--- src/rtl/scst_pkg.sv ---
// Package for the save-RAM change detector: item and result types,
// function codes, CRC-32 constants and the byte-wide CRC step.
// No dependencies; every other file of the block uses it.
package scst_pkg;

	// Function codes carried in the input tuser
	localparam logic [1:0] FUNC_CHECK = 2'd0;
	localparam logic [1:0] FUNC_BASE  = 2'd1;
	localparam logic [1:0] FUNC_TICK  = 2'd2;
	localparam logic [1:0] FUNC_NONE  = 2'd3;

	localparam logic [31:0] CRC_POLY     = 32'hEDB8_8320;
	localparam logic [31:0] CRC_ALL_ONES = 32'hFFFF_FFFF;
	localparam logic [7:0]  BYTE_ONES    = 8'hFF;
	localparam logic [7:0]  BYTE_ZERO    = 8'h00;
	localparam logic [15:0] GAP_RESET    = 16'd5000;
	localparam logic [15:0] GAP_ZERO     = 16'd0;
	localparam logic [15:0] GAP_ONE      = 16'd1;

	// Packed output tdata width: 36 bits of fields rounded up to whole bytes
	localparam int unsigned RES_BITS   = 36;
	localparam int unsigned TDATA_BITS = ((RES_BITS + 7) / 8) * 8;

	typedef struct packed {
		logic [1:0] func;
		logic [7:0] data_byte;
		logic       last_byte;
	} in_item_t;

	typedef struct packed {
		logic        trivial;
		logic        write_now;
		logic        throttled;
		logic        changed;
		logic [31:0] crc_value;
	} res_t;

	// Advance a reflected CRC-32 register by one byte
	function automatic logic [31:0] crc_byte(input logic [31:0] c, input logic [7:0] b);
		logic [31:0] r;
		r = c ^ {24'd0, b};
		for (int k = 0; k < 8; k++) begin
			r = r[0] ? (CRC_POLY ^ (r >> 1)) : (r >> 1);
		end
		return r;
	endfunction

endpackage

--- src/rtl/scst_in_stage.sv ---
// Input register of the save-RAM change detector.
// Holds one accepted transaction until the core takes it; uses scst_pkg.
module scst_in_stage (
	input  logic              clk,
	input  logic              arst_n,
	input  logic              in_valid,
	output logic              in_ready,
	input  scst_pkg::in_item_t in_item,
	output logic              valid_s1,
	output scst_pkg::in_item_t item_s1,
	input  logic              take_s1
);

	// Accept whenever the stage is empty or drains this cycle
	assign in_ready = !valid_s1 || take_s1;

	// Track occupancy
	always_ff @(posedge clk or negedge arst_n) begin
		if (!arst_n) begin
			valid_s1 <= 1'b0;
		end else if (in_ready) begin
			valid_s1 <= in_valid;
		end
	end

	// Load payload on a new transaction
	always_ff @(posedge clk) begin
		if (in_valid && in_ready) begin
			item_s1 <= in_item;
		end
	end

endmodule

--- src/rtl/scst_core.sv ---
// Core of the save-RAM change detector: running CRC, trivial-content flags,
// recorded CRC, write gap counter and the gap register. Uses scst_pkg.
module scst_core (
	input  logic               clk,
	input  logic               arst_n,
	input  logic               cfg_valid,
	input  logic [15:0]        cfg_data,
	input  logic               valid_s1,
	input  scst_pkg::in_item_t item_s1,
	input  logic               out_free,
	output logic               take_s1,
	output logic               res_valid,
	output scst_pkg::res_t     res
);

	logic [15:0] gap_ticks_q;
	logic [31:0] crc_q;
	logic        ones_q;
	logic        zero_q;
	logic [31:0] recorded_q;
	logic [15:0] gap_left_q;

	logic        is_byte;
	logic        need_res;
	logic [31:0] crc_next;
	logic [31:0] crc_final;
	logic        ones_next;
	logic        zero_next;
	logic        trivial;
	logic        differs;
	logic        gap_open;

	// Byte step and end-of-scan decision
	always_comb begin
		is_byte   = (item_s1.func == scst_pkg::FUNC_CHECK) ||
		            (item_s1.func == scst_pkg::FUNC_BASE);
		need_res  = is_byte && item_s1.last_byte;
		crc_next  = scst_pkg::crc_byte(crc_q, item_s1.data_byte);
		crc_final = crc_next ^ scst_pkg::CRC_ALL_ONES;
		ones_next = ones_q && (item_s1.data_byte == scst_pkg::BYTE_ONES);
		zero_next = zero_q && (item_s1.data_byte == scst_pkg::BYTE_ZERO);
		trivial   = ones_next || zero_next;
		differs   = (crc_final != recorded_q);
		gap_open  = (gap_left_q == scst_pkg::GAP_ZERO);

		take_s1   = valid_s1 && (!need_res || out_free);
		res_valid = take_s1 && need_res;

		res.crc_value = crc_final;
		res.trivial   = trivial;
		res.changed   = 1'b0;
		res.throttled = 1'b0;
		res.write_now = 1'b0;
		if (item_s1.func == scst_pkg::FUNC_CHECK && differs) begin
			res.changed   = gap_open;
			res.throttled = !gap_open;
			res.write_now = gap_open && !trivial;
		end
	end

	// Hold the gap register; the user must write it only while idle, the block itself does not enforce this
	always_ff @(posedge clk or negedge arst_n) begin
		if (!arst_n) begin
			gap_ticks_q <= scst_pkg::GAP_RESET;
		end else if (cfg_valid) begin
			gap_ticks_q <= cfg_data;
		end
	end

	// Advance scan state, recorded CRC and gap counter per transaction
	always_ff @(posedge clk or negedge arst_n) begin
		if (!arst_n) begin
			crc_q      <= scst_pkg::CRC_ALL_ONES;
			ones_q     <= 1'b1;
			zero_q     <= 1'b1;
			recorded_q <= '0;
			gap_left_q <= scst_pkg::GAP_ZERO;
		end else if (take_s1) begin
			unique case (item_s1.func)
				scst_pkg::FUNC_TICK: begin
					if (!gap_open) begin
						gap_left_q <= gap_left_q - scst_pkg::GAP_ONE;
					end
				end
				scst_pkg::FUNC_CHECK, scst_pkg::FUNC_BASE: begin
					if (item_s1.last_byte) begin
						crc_q  <= scst_pkg::CRC_ALL_ONES;
						ones_q <= 1'b1;
						zero_q <= 1'b1;
						if (item_s1.func == scst_pkg::FUNC_BASE) begin
							recorded_q <= crc_final;
						end else if (differs && gap_open) begin
							recorded_q <= crc_final;
							if (!trivial) begin
								gap_left_q <= gap_ticks_q;
							end
						end
					end else begin
						crc_q  <= crc_next;
						ones_q <= ones_next;
						zero_q <= zero_next;
					end
				end
				default: begin
					// unused code: drop
				end
			endcase
		end
	end

endmodule

--- src/rtl/scst_out_stage.sv ---
// Result register of the save-RAM change detector.
// Holds one result until the receiver takes it; uses scst_pkg.
module scst_out_stage (
	input  logic                                clk,
	input  logic                                arst_n,
	input  logic                                res_valid,
	input  scst_pkg::res_t                      res,
	output logic                                out_free,
	output logic                                out_valid,
	input  logic                                out_ready,
	output logic [scst_pkg::TDATA_BITS-1:0]     out_data
);

	scst_pkg::res_t res_q;

	// Free when empty or draining this cycle
	assign out_free = !out_valid || out_ready;

	always_ff @(posedge clk or negedge arst_n) begin
		if (!arst_n) begin
			out_valid <= 1'b0;
		end else if (out_free) begin
			out_valid <= res_valid;
		end
	end

	// Load payload on a new result
	always_ff @(posedge clk) begin
		if (res_valid && out_free) begin
			res_q <= res;
		end
	end

	// Pack fields from the lowest bit up, pad with zeros
	assign out_data = {{(scst_pkg::TDATA_BITS - scst_pkg::RES_BITS){1'b0}}, res_q};

endmodule

--- src/rtl/sram_change_save_throttle_unit.sv ---
// Top level of the save-RAM change detector with write throttling.
// Instantiates scst_in_stage, scst_core and scst_out_stage; uses scst_pkg.
//
// Usage:
//   The slave stream carries one transaction per save-RAM byte or per time
//   tick: s_tuser selects check byte, baseline byte or tick, s_tdata holds
//   the byte, s_tlast marks the final byte of a scan. A CRC-32 is kept over
//   the open scan; on the final byte one result leaves on the master stream
//   with the finished CRC and the changed, throttled, write_now and trivial
//   flags. Ticks and other bytes give no result.
//   The cfg channel writes the gap length in ticks (always ready); write it
//   only while no transaction is in flight.
// Timing:
//   An input register and a result register frame a combinational CRC
//   byte step: a final byte passes both registers before m_tvalid rises,
//   and one transaction is accepted per cycle unless a final byte waits.
//   When the receiver stalls, the result register holds; ticks and non-final
//   bytes keep flowing, and a final byte waits in the input register, which
//   then deasserts s_tready.
// Reset:
//   arst_n clears both stages, opens a new scan, zeroes the recorded CRC and
//   the gap counter, and loads the gap length with 5000.
module sram_change_save_throttle_unit (
	input  logic                            clk,
	input  logic                            arst_n,
	input  logic                            cfg_valid,
	output logic                            cfg_ready,
	input  logic [15:0]                     cfg_data,   // gap_ticks
	input  logic                            s_tvalid,
	output logic                            s_tready,
	input  logic [7:0]                      s_tdata,    // data_byte
	input  logic [1:0]                      s_tuser,    // func
	input  logic                            s_tlast,    // last_byte
	output logic                            m_tvalid,
	input  logic                            m_tready,
	// crc_value[31:0], changed[32], throttled[33], write_now[34], trivial[35]
	output logic [scst_pkg::TDATA_BITS-1:0] m_tdata
);

	scst_pkg::in_item_t in_item;
	scst_pkg::in_item_t item_s1;
	scst_pkg::res_t     res;
	logic               valid_s1;
	logic               take_s1;
	logic               res_valid;
	logic               out_free;

	assign cfg_ready = 1'b1;

	// Gather input fields
	always_comb begin
		in_item.func      = s_tuser;
		in_item.data_byte = s_tdata;
		in_item.last_byte = s_tlast;
	end

	scst_in_stage u_in (
		.clk      (clk),
		.arst_n   (arst_n),
		.in_valid (s_tvalid),
		.in_ready (s_tready),
		.in_item  (in_item),
		.valid_s1 (valid_s1),
		.item_s1  (item_s1),
		.take_s1  (take_s1)
	);

	scst_core u_core (
		.clk       (clk),
		.arst_n    (arst_n),
		.cfg_valid (cfg_valid),
		.cfg_data  (cfg_data),
		.valid_s1  (valid_s1),
		.item_s1   (item_s1),
		.out_free  (out_free),
		.take_s1   (take_s1),
		.res_valid (res_valid),
		.res       (res)
	);

	scst_out_stage u_out (
		.clk       (clk),
		.arst_n    (arst_n),
		.res_valid (res_valid),
		.res       (res),
		.out_free  (out_free),
		.out_valid (m_tvalid),
		.out_ready (m_tready),
		.out_data  (m_tdata)
	);

endmodule

--- config.mk ---
export PLATFORM = sky130hd
export DESIGN_NAME = sram_change_save_throttle_unit
export DESIGN_NICKNAME = d
export VERILOG_FILES = /design/src/rtl/scst_pkg.sv /design/src/rtl/scst_in_stage.sv /design/src/rtl/scst_core.sv /design/src/rtl/scst_out_stage.sv /design/src/rtl/sram_change_save_throttle_unit.sv
export SDC_FILE = /design/constraint.sdc
export NUM_CORES = 1
export LEC_CHECK = 0
export ABC_AREA = 1
export BUFFER_PORTS_ARGS = -buffer_cell sky130_fd_sc_hd__clkbuf_2
export CAP_MARGIN = 10
export CORE_ASPECT_RATIO = 1.75
export CORE_MARGIN = 3
export CORE_UTILIZATION = 47
export CTS_CLUSTER_SIZE = 14
export DETAILED_ROUTE_END_ITERATION = 6
export PLACE_DENSITY_LB_ADDON = 0.25
export SLEW_MARGIN = 10
export SYNTH_ARGS = -nofsm -noshare
export SYNTH_HDL_FRONTEND = slang
export SYNTH_HIERARCHICAL = 1
export SYNTH_SLANG_ARGS = --single-unit
--- constraint.sdc ---
create_clock -name clk -period 5.55 [get_ports clk]
set_input_delay 1.11 -clock clk [delete_from_list [all_inputs] [get_ports clk]]
set_output_delay 1.11 -clock clk [all_outputs]
set_load 0.03 [all_outputs]
==> out/qor.txt, run 1 <==
Drt first pass iters -> 5
CP bufs+invs -> 2
Skew-Pair Late Insertion Delay -> 430 ps
Core area -> 16950 µm²
Synthesized flop and latch total -> 147
Slowest stage cell, crit path -> dfstp_2
Number of global-route vias before repair -> 6966
Dpl cell area -> 8648 µm²
Number of hold buffers added after cts -> 0
Top Ports -> 75
Clk slew on worst S/H paths -> 60 ps
Post-Syn Area -> 8147 µm²
CTS tree -> done
Hold Vio Cnt, Final -> 0
Delay-heaviest family, CP -> simple AND/OR/NAND/NOR gates
Total power -> 5.369 mW
Setup Fix Bufs, Post-CTS -> 0
Post-synth top area cell -> nand2_1
Outcome -> completed
Worst Path Max Fanout -> 33
Num CTS Buffers -> 17
GPL Wtd Cong -> 0.9128
Period minus WS final -> 3546 ps
Drt first-iter violations -> 460
DIE WIDTH -> 105.5 µm
Final instance area -> 9240 µm²
All-Layer GR Usage -> 24.08%
Die ar. -> 19010 µm²
Fmax -> 282.0 MHz
First-pass GRT wire length -> 35490 µm
TNS Setup -> 0 ps
Post-synth EDFFs -> 47
Initial Util -> 48.07%
Final worst-path cycle share -> 63.89%
Worst-Margin Slew -> 1118 ps
Syn_area_per_cell -> 7.700 µm²
Total clock sinks -> 147
# port buffers -> 69
Largest net degree at the start of global routing -> 76
Peak VDD IR -> 255.5 µV
CP required -> 5900 ps
Nets -> 1156
Root buffer cell -> clkbuf_16
Antenna cells -> 0
Synth warnings -> 6
Non-filler instance count after layout -> 1363
Share of cells above drive strength 1 -> 19.01%
RSZ-0062 raised after global routing -> false
Via/cell ratio -> 5.168
Grt ovf -> 0
Post-cts resize count -> 0
Final WL -> 21850 µm
Commonest non-fill, non-tap cell in the layout -> nand2_1
Clock buffer depth -> 2
Syn Inst Count -> 1058
CP peak stage delay -> 560 ps
Worst slew margin -> 25.44%
Antenna violations before repair -> 0
Placed Instances -> 1331
Critical path endpoint category -> flip-flop
Final Max Tran Viols -> 0
# setup viols final -> 0
Critical-path cell list -> inv_1, nand2_1, nand2_1, nand2_1, nand2_1, inv_1, nand2_1, nand2_1, nand2_1, nand2_1, nand2_1, nand2_1, nand2_1, nor2_1, nand2_2, o21bai_4, nand2_4, nand2_4, nand2_1, nand2_1
# rows -> 63
HPWL after DPL -> 16200 µm
Synth area leaders -> nand2_1 19%, dfrtp_1 19%, edfxtp_1 17%
DR WL/cell -> 16.03 µm
Clock skew -> 13.25 ps
Top_reg_cell synth -> dfrtp_1
Critical path class -> reg -> reg
Crit path arrival time -> 3900 ps
Pwr Density -> 581.0 nW/µm²
Vias -> 7044
R2R Setup Slk -> 2000 ps
Most frequent cells in the layout -> 415 x nand2_1, 125 x nand3_1, 120 x inv_1
Top cell type's share of synthesized area -> 19.12%
Detail Route Antenna Nets -> 0
Tightest Hold Check Type -> reg -> reg
Post-route DRC violation count -> 0
Count of cell types in the netlist -> 38
Max-cap viol count -> 0
Pleak -> 4.821 nW
Die Y -> 180.2 µm
Crit start category -> flip-flop
Most common cell on crit path -> nand2_1
Register area share after synthesis -> 48.64%
Area delta synth->final -> 13.42%
Post-synth ARST share -> 68.03%
H-tree levels -> 4
## power breakdown
part	total, mW	internal, mW	leakage, nW	switching [mW]
registers	1.83	1.57	1.61	0.258
logic	2.40	0.723	2.93	1.68
clock network	1.14	0.678	0.276	0.463
total	5.37	2.97	4.82	2.40
## sequential cells by signal, indices dropped and copies added, names as in the netlist
name,flops
u_out/out_data,36
u_core/crc_q,32
u_core/recorded_q,32
u_core/gap_left_q,16
u_core/gap_ticks_q,16
u_in/item_s1,11
u_core/ones_q,1
u_core/zero_q,1
u_in/valid_s1,1
u_out/out_valid,1
## worst paths after layout
check / cells after the start / end / start
setup / recovery: 20 / u_core/recorded_q[16] / u_core/crc_q[2]
hold / removal: 2 / u_core/recorded_q[13] / u_core/recorded_q[13]
setup reg to reg: 20 / u_core/recorded_q[16] / u_core/crc_q[2]
hold reg to reg: 2 / u_core/recorded_q[13] / u_core/recorded_q[13]
max in group asynchronous: 2 / u_core/crc_q[26] / arst_n
min in group asynchronous: 1 / u_core/recorded_q[8] / arst_n
## layout make-up
type	count	area [µm²]
multi-input cells	748	3491
flip-flops and latches	147	3963
fillers	1633	7707
repair buffers	77	407.9
clock inverters	14	152.6
well taps	227	284.0
clock buffers	18	439.2
inverters	132	503.0
## tightest hold or removal path: cells and delay by family, from the launching register on
family / cells / cell delay [ps]
flip-flops: 1 / 340
AND/OR/NAND/NOR: 2 / 100
## cell usage after synthesis (all sizes together), types with 4 or more instances
| cell type | number |
|---|---|
| nand2 | 461 |
| edfxtp | 47 |
| nor2 | 41 |
| dfrtp | 61 |
| o21ai | 35 |
| inv | 129 |
| a22oi | 18 |
| nand3b | 14 |
| nor3 | 4 |
| o22ai | 10 |
| nand3 | 127 |
| dfstp | 39 |
| a21oi | 7 |
| buf | 22 |
| nor4 | 4 |
| mux2 | 5 |
| clkbuf | 12 |
| xor2 | 6 |
## routing by layer
metal	GRT usage [%]	share of wire, %	up-vias
li1	-	-	3498
met1	24.53	35	3271
met2	42.94	53	200
met3	4.374	4.7	75
met4	18.00	7.9	0
met5	0	0	-
## cells by family (layout without fill, tap and decap cells)
group	after synthesis	in the layout	synth area share, %
xor gates and xnor gates	9	9	0.9676
DFF	147	147	48.64
buffers and inverters	166	241	8.847
other	2	5	0.09219
AOI/OAI and AO/OA	75	75	5.621
adders and majority gates	1	1	0.1536
muxes	5	5	0.6911
and+or+nand+nor	653	653	34.99
## metrics by stage
stage	setup WS (ps)	util, %	hold slack, ps
floorplan	989.5	-	441.9
global placement	2032	51.03	456.3
detailed placement	1823	51.03	459.4
CTS	2063	54.52	474.0
global route	1643	54.52	491.9
finish	2004	54.52	469.5
No activity file was read; power rests on OpenSTA's default activity.
==> inputs of run 2 (changes only) <==
==> constraint.sdc (replaced) <==
create_clock -name clk -period 3.1 [get_ports clk]
set_input_delay 0.62 -clock clk [delete_from_list [all_inputs] [get_ports clk]]
set_output_delay 0.62 -clock clk [all_outputs]
set_load 0.03 [all_outputs]
==> run 2 against run 1 <==
Largest power group unchanged. Via count up 2.3%. Critical path type unchanged. First-iteration DRC count decreased by 8.9%. Hold slack got worse by 370 ps. Flip-flop and latch count stayed put.
==> out/qor.txt, run 2 (synthesis gave the netlist of run 1 again) <==
Antenna cells -> 0
RSZ-0062 raised after global routing -> false
Number of global-route vias before repair -> 7226
Die ar. -> 19010 µm²
Pleak -> 5.022 nW
Dpl cell area -> 8926 µm²
Flop pwr share -> 32.7%
Period minus WS final -> 2888 ps
Vias -> 7206
Core Util, Final -> 56.63%
Critical path class -> reg -> reg
Die Y -> 180.2 µm
CP required -> 3460 ps
Drt first pass iters -> 6
Max reg flops -> 36
Share of cells above drive strength 1 -> 21.59%
HPWL after DPL -> 17130 µm
Detail Route Antenna Nets -> 0
Skew-Pair Late Insertion Delay -> 430 ps
Antenna violations before repair -> 0
Peak VDD IR -> 465.8 µV
Sw Share -> 44.04%
Critical path endpoint category -> flip-flop
Met1 Use GR -> 24.82%
Root buffer cell -> clkbuf_16
Area delta synth->final -> 17.80%
Final Max Tran Viols -> 0
Final WL -> 23190 µm
Nets -> 1187
Seq. cell area -> 3963 µm²
TNS Setup -> 0 ps
Switching power -> 4.417 mW
Busiest grt layer -> met2
Tightest Hold Check Type -> in -> async
Grt ovf -> 0
Most frequent cells in the layout -> 410 x nand2_1, 124 x nand3_1, 120 x inv_1
All-Layer GR Usage -> 25.19%
First-pass GRT wire length -> 37050 µm
GPL Wtd Cong -> 0.9270
Worst Path Max Fanout -> 16
Multi-input gate area -> 3535 µm²
Place WS -> 191.0 ps
Clock skew -> 10.60 ps
Outcome -> completed
Final worst-path cycle share -> 93.17%
Final instance area -> 9597 µm²
Via/cell ratio -> 5.169
Core area -> 16950 µm²
Clk slew on worst S/H paths -> 60 ps
Top Ports -> 75
Drt first-iter violations -> 419
Worst slew margin -> 66.16%
# rows -> 63
Clock buffer depth -> 2
P_int -> 5.612 mW
Pwr Density -> 1045 nW/µm²
Initial Util -> 48.07%
Met2 Use GR -> 44.96%
# setup viols final -> 0
Met3 Usage GRT -> 3.980%
Max-cap viol count -> 0
Placed Instances -> 1358
CTS tree -> done
Number of hold buffers added after cts -> 0
Crit path arrival time -> 3250 ps
Worst-Margin Slew -> 504.5 ps
Commonest non-fill, non-tap cell in the layout -> nand2_1
# port buffers -> 69
Worst Hold Slack -> 101.1 ps
Final setup margin -> 211.7 ps
Num CTS Buffers -> 17
Total clock sinks -> 147
Total power -> 10.03 mW
Share of total power in combinational logic -> 46.6%
Non-filler instance count after layout -> 1394
Fmax -> 346.2 MHz
Fillers -> 1568
Clock power share -> 20.7%
Post-route DRC violation count -> 0
Largest net degree at the start of global routing -> 50
DIE WIDTH -> 105.5 µm
H-tree levels -> 4
Hold Vio Cnt, Final -> 0
Crit start category -> flip-flop
DR WL/cell -> 16.64 µm
## run 2: routing by layer
metal  share of wire [%]  vias to the layer above
met2                  52                      231
met4                 9.0                        0
met5                   0                        -
li1                    -                     3548
met3                 4.4                       91
met1                  34                     3336
## run 2: final timing paths
| kind | from | cells past startpoint | endpoint | slack, ps |
|---|---|---|---|---|
| hold / removal | arst_n | 1 | u_core/gap_left_q[5] | 100 |
| setup / recovery | u_core/crc_q[6] | 21 | u_core/recorded_q[8] | 210 |
| setup reg to reg | u_core/crc_q[6] | 21 | u_core/recorded_q[8] | 210 |
| max in group asynchronous | arst_n | 2 | u_core/gap_ticks_q[12] | 2260 |
| min in group clk | s_tuser[0] | 1 | u_in/item_s1[9] | 370 |
| hold reg to reg | u_core/gap_ticks_q[12] | 2 | u_core/gap_ticks_q[12] | 480 |
## run 2: critical path, cell delays in order, from the launching register on
cell and delay (ps):
dfstp_2 540, inv_1 60, nand2_1 60, nand2_1 140
nand2_2 140, nand2_4 110, inv_6 150, nand2_1 150
nand2_4 130, nand2_1 70, nand2_2 100, nor2_1 50
nor2_1 120, nand2_1 70, nor2_1 90, nand2_1 140
o21bai_4 210, nand2_4 110, nand2_4 100, buf_12 160
nand2_1 60, nand2_1 60
## run 2: power by group through the flow
stage	Sequential [mW]	Clock, mW	Combinational (mW)
3_3_place_gp	3.28	0	4.47
3_5_place_dp	3.29	0	4.55
6_report	3.28	2.07	4.67
4_1_cts	3.27	2.12	4.57
2_1_floorplan	3.29	0	3.02
5_1_grt	3.35	2.21	5.20
## run 2: final cells by class
cell class | instances | share of cell area [%]
multi-input cells | 748 | 36.83
clock buffers | 20 | 4.876
clock inverters | 12 | 1.317
inverters | 132 | 5.267
repair buffers | 108 | 7.458
flip-flops and latches | 147 | 41.29
well taps | 227 | 2.960
## run 2: repair_timing
action	CTS	global route
buffers inserted	0	4
setup endpoints to repair	0	48
gates resized for setup	0	12
==> inputs of run 3 (changes only) <==
--- a/config.mk
+++ b/config.mk
@@ -9,9 +9,9 @@
 export BUFFER_PORTS_ARGS = -buffer_cell sky130_fd_sc_hd__clkbuf_2
 export CAP_MARGIN = 10
 export CORE_ASPECT_RATIO = 1.75
-export CORE_MARGIN = 3
+export CORE_MARGIN = 5
 export CORE_UTILIZATION = 47
-export CTS_CLUSTER_SIZE = 14
+export CTS_CLUSTER_SIZE = 30
 export DETAILED_ROUTE_END_ITERATION = 6
 export PLACE_DENSITY_LB_ADDON = 0.25
 export SLEW_MARGIN = 10
==> constraint.sdc (replaced) <==
create_clock -name clk -period 2.7 [get_ports clk]
set_input_delay 0.54 -clock clk [delete_from_list [all_inputs] [get_ports clk]]
set_output_delay 0.54 -clock clk [all_outputs]
set_load 0.03 [all_outputs]
==> run 3 against run 2 <==
Non-clock buffer count increased by 93. Flip-flop and latch count unchanged. Largest power group unchanged. The flow now finishes with violations (negative setup slack). Highest routed layer unchanged. Power increased by 31%. Global-route usage increased by 0.92 points. Sequential share of layout area decreased by 5.4 points. Cell area increased by 15%. Wire length increased by 11%.
==> out/qor.txt, run 3 (synthesis gave the netlist of run 1 again) <==
TNS Setup -> -2662 ps
# rows -> 63
Final setup margin -> -81.21 ps
Period minus WS final -> 2781 ps
Die Y -> 184.2 µm
Num CTS Buffers -> 17
Critical path class -> reg -> reg
Clock buffer depth -> 2
Area delta synth->final -> 35.56%
CP required -> 3060 ps
Vias -> 7845
Dpl cell area -> 9434 µm²
Detail Route Antenna Nets -> 0
Final Max Tran Viols -> 0
Antenna cells -> 0
Core Util, Final -> 64.86%
Clk slew on worst S/H paths -> 70 ps
Tightest Hold Check Type -> in -> reg
Total clock sinks -> 147
Top Ports -> 75
Critical path endpoint category -> flip-flop
Commonest non-fill, non-tap cell in the layout -> nand2_1
DR WL/cell -> 17.28 µm
# port buffers -> 69
Antenna violations before repair -> 0
Die ar. -> 20170 µm²
Worst flop-to-flop path startpoint -> u_core/crc_q[0]
Pleak -> 5.661 nW
Crit start category -> flip-flop
All-Layer GR Usage -> 26.11%
Final WL -> 25700 µm
First-pass GRT wire length -> 39600 µm
Drt first pass iters -> 5
Root buffer cell -> clkbuf_16
DIE WIDTH -> 109.5 µm
CTS tree -> done
Most frequent cells in the layout -> 326 x nand2_1, 113 x inv_1, 109 x buf_4
Clock skew -> 10.85 ps
Worst Path Max Fanout -> 7
Initial Util -> 47.85%
Worst-Margin Slew -> 664.7 ps
Hold Crit Start -> s_tlast
Via/cell ratio -> 5.276
Non-filler instance count after layout -> 1487
R2R Setup Slk -> -80 ps
Peak VDD IR -> 522.5 µV
Placed Instances -> 1417
Hold Vio Cnt, Final -> 0
Number of global-route vias before repair -> 7809
Crit path arrival time -> 3140 ps
Final worst-path cycle share -> 103.0%
Fmax -> 359.6 MHz
Grt ovf -> 0
Failing checks -> negative setup slack
RSZ-0062 raised after global routing -> true
Core area -> 17030 µm²
HPWL after DPL -> 18180 µm
Final instance area -> 11040 µm²
Nets -> 1280
H-tree levels -> 4
Max reg flops -> 36
Skew-Pair Late Insertion Delay -> 430 ps
Pwr Density -> 1191 nW/µm²
GPL Wtd Cong -> 0.9881
Critical path origin -> u_core/crc_q[0]
Share of cells above drive strength 1 -> 37.46%
# setup viols final -> 48
Max-cap viol count -> 0
Post-route DRC violation count -> 0
Worst slew margin -> 55.45%
Largest net degree at the start of global routing -> 63
Outcome -> finished, violations left
Drt first-iter violations -> 469
Worst Hold Slack -> 279.9 ps
## run 3: changes by cell type in the layout (fill, tap and decap cells not counted), sizes merged
cell | previous run | this run
clkinvlp | 3 | 1
dlygate4sd3 | 0 | 1
clkbuf | 88 | 93
bufinv | 2 | 1
inv | 132 | 131
clkinv | 7 | 8
buf | 40 | 130
## run 3: report_power, final
| part | leakage (nW) | switching (mW) | total, mW | internal, mW |
|---|---|---|---|---|
| logic | 3.74 | 4.16 | 6.85 | 2.68 |
| clock network | 0.305 | 0.976 | 2.46 | 1.49 |
| registers | 1.61 | 0.607 | 3.84 | 3.23 |
## run 3: through the flow
stage / total power, mW / worst slack (ps)
after floorplan: 7.250 / 68.95
after global placement: 9.462 / -102.3
after detailed placement: 9.555 / -153.1
after CTS: 12.54 / -12.28
after global routing: 13.98 / -235.7
final: 13.15 / -81.21
## run 3: worst max-delay path, cell delays in order (launching register included)
cell and delay (ps):
dfstp_2 580, inv_2 70, nand2_2 90, nand2_4 90
nand2_4 80, nand2_4 80, inv_6 100, buf_6 120
buf_6 90, nand2_4 40, nand2_2 50, nand2_2 50
nand2_2 90, nand2_2 50, nand2_1 60, nand3_1 80
nor2_1 130, nand2_2 100, o21bai_4 190, nand2_4 140
nand2_8 150, buf_12 150, nand2_1 50, nand2_1 60
## run 3: what timing repair did
action,in CTS,in global routing
setup buffers,22,13
pin swaps,30,58
hold endpoints to repair,3,0
resized for setup,77,107
hold buffers,1,0
gates cloned,1,2
setup endpoints to repair,51,51
## run 3: worst paths after layout
kind / cells past startpoint / end
worst max-delay path: 23 / u_core/recorded_q[0]
worst min-delay path: 1 / u_in/item_s1[0]
worst max register to register: 23 / u_core/recorded_q[0]
worst min register to register: 2 / u_core/gap_ticks_q[3]
max in group asynchronous: 3 / u_core/crc_q[17]
min in group asynchronous: 2 / u_core/recorded_q[5]
## run 3: final cells by class
cell class              count  area (µm²)
fillers                  1416        5983
clock inverters             9       87.58
inverters                 132       515.5
well taps                 227       284.0
clock buffers              23       531.8
flip-flops and latches    147        3963
repair buffers            201        1568
multi-input cells         748        4094
## run 3: routing by layer
metal / vias up / wire [µm] / global-route usage (%)
met5: - / 0 / 0
met4: 0 / 2331 / 21.27
met3: 120 / 1304 / 3.891
met2: 304 / 13540 / 46.44
met1: 3678 / 8519 / 26.16
li1: 3743 / - / -
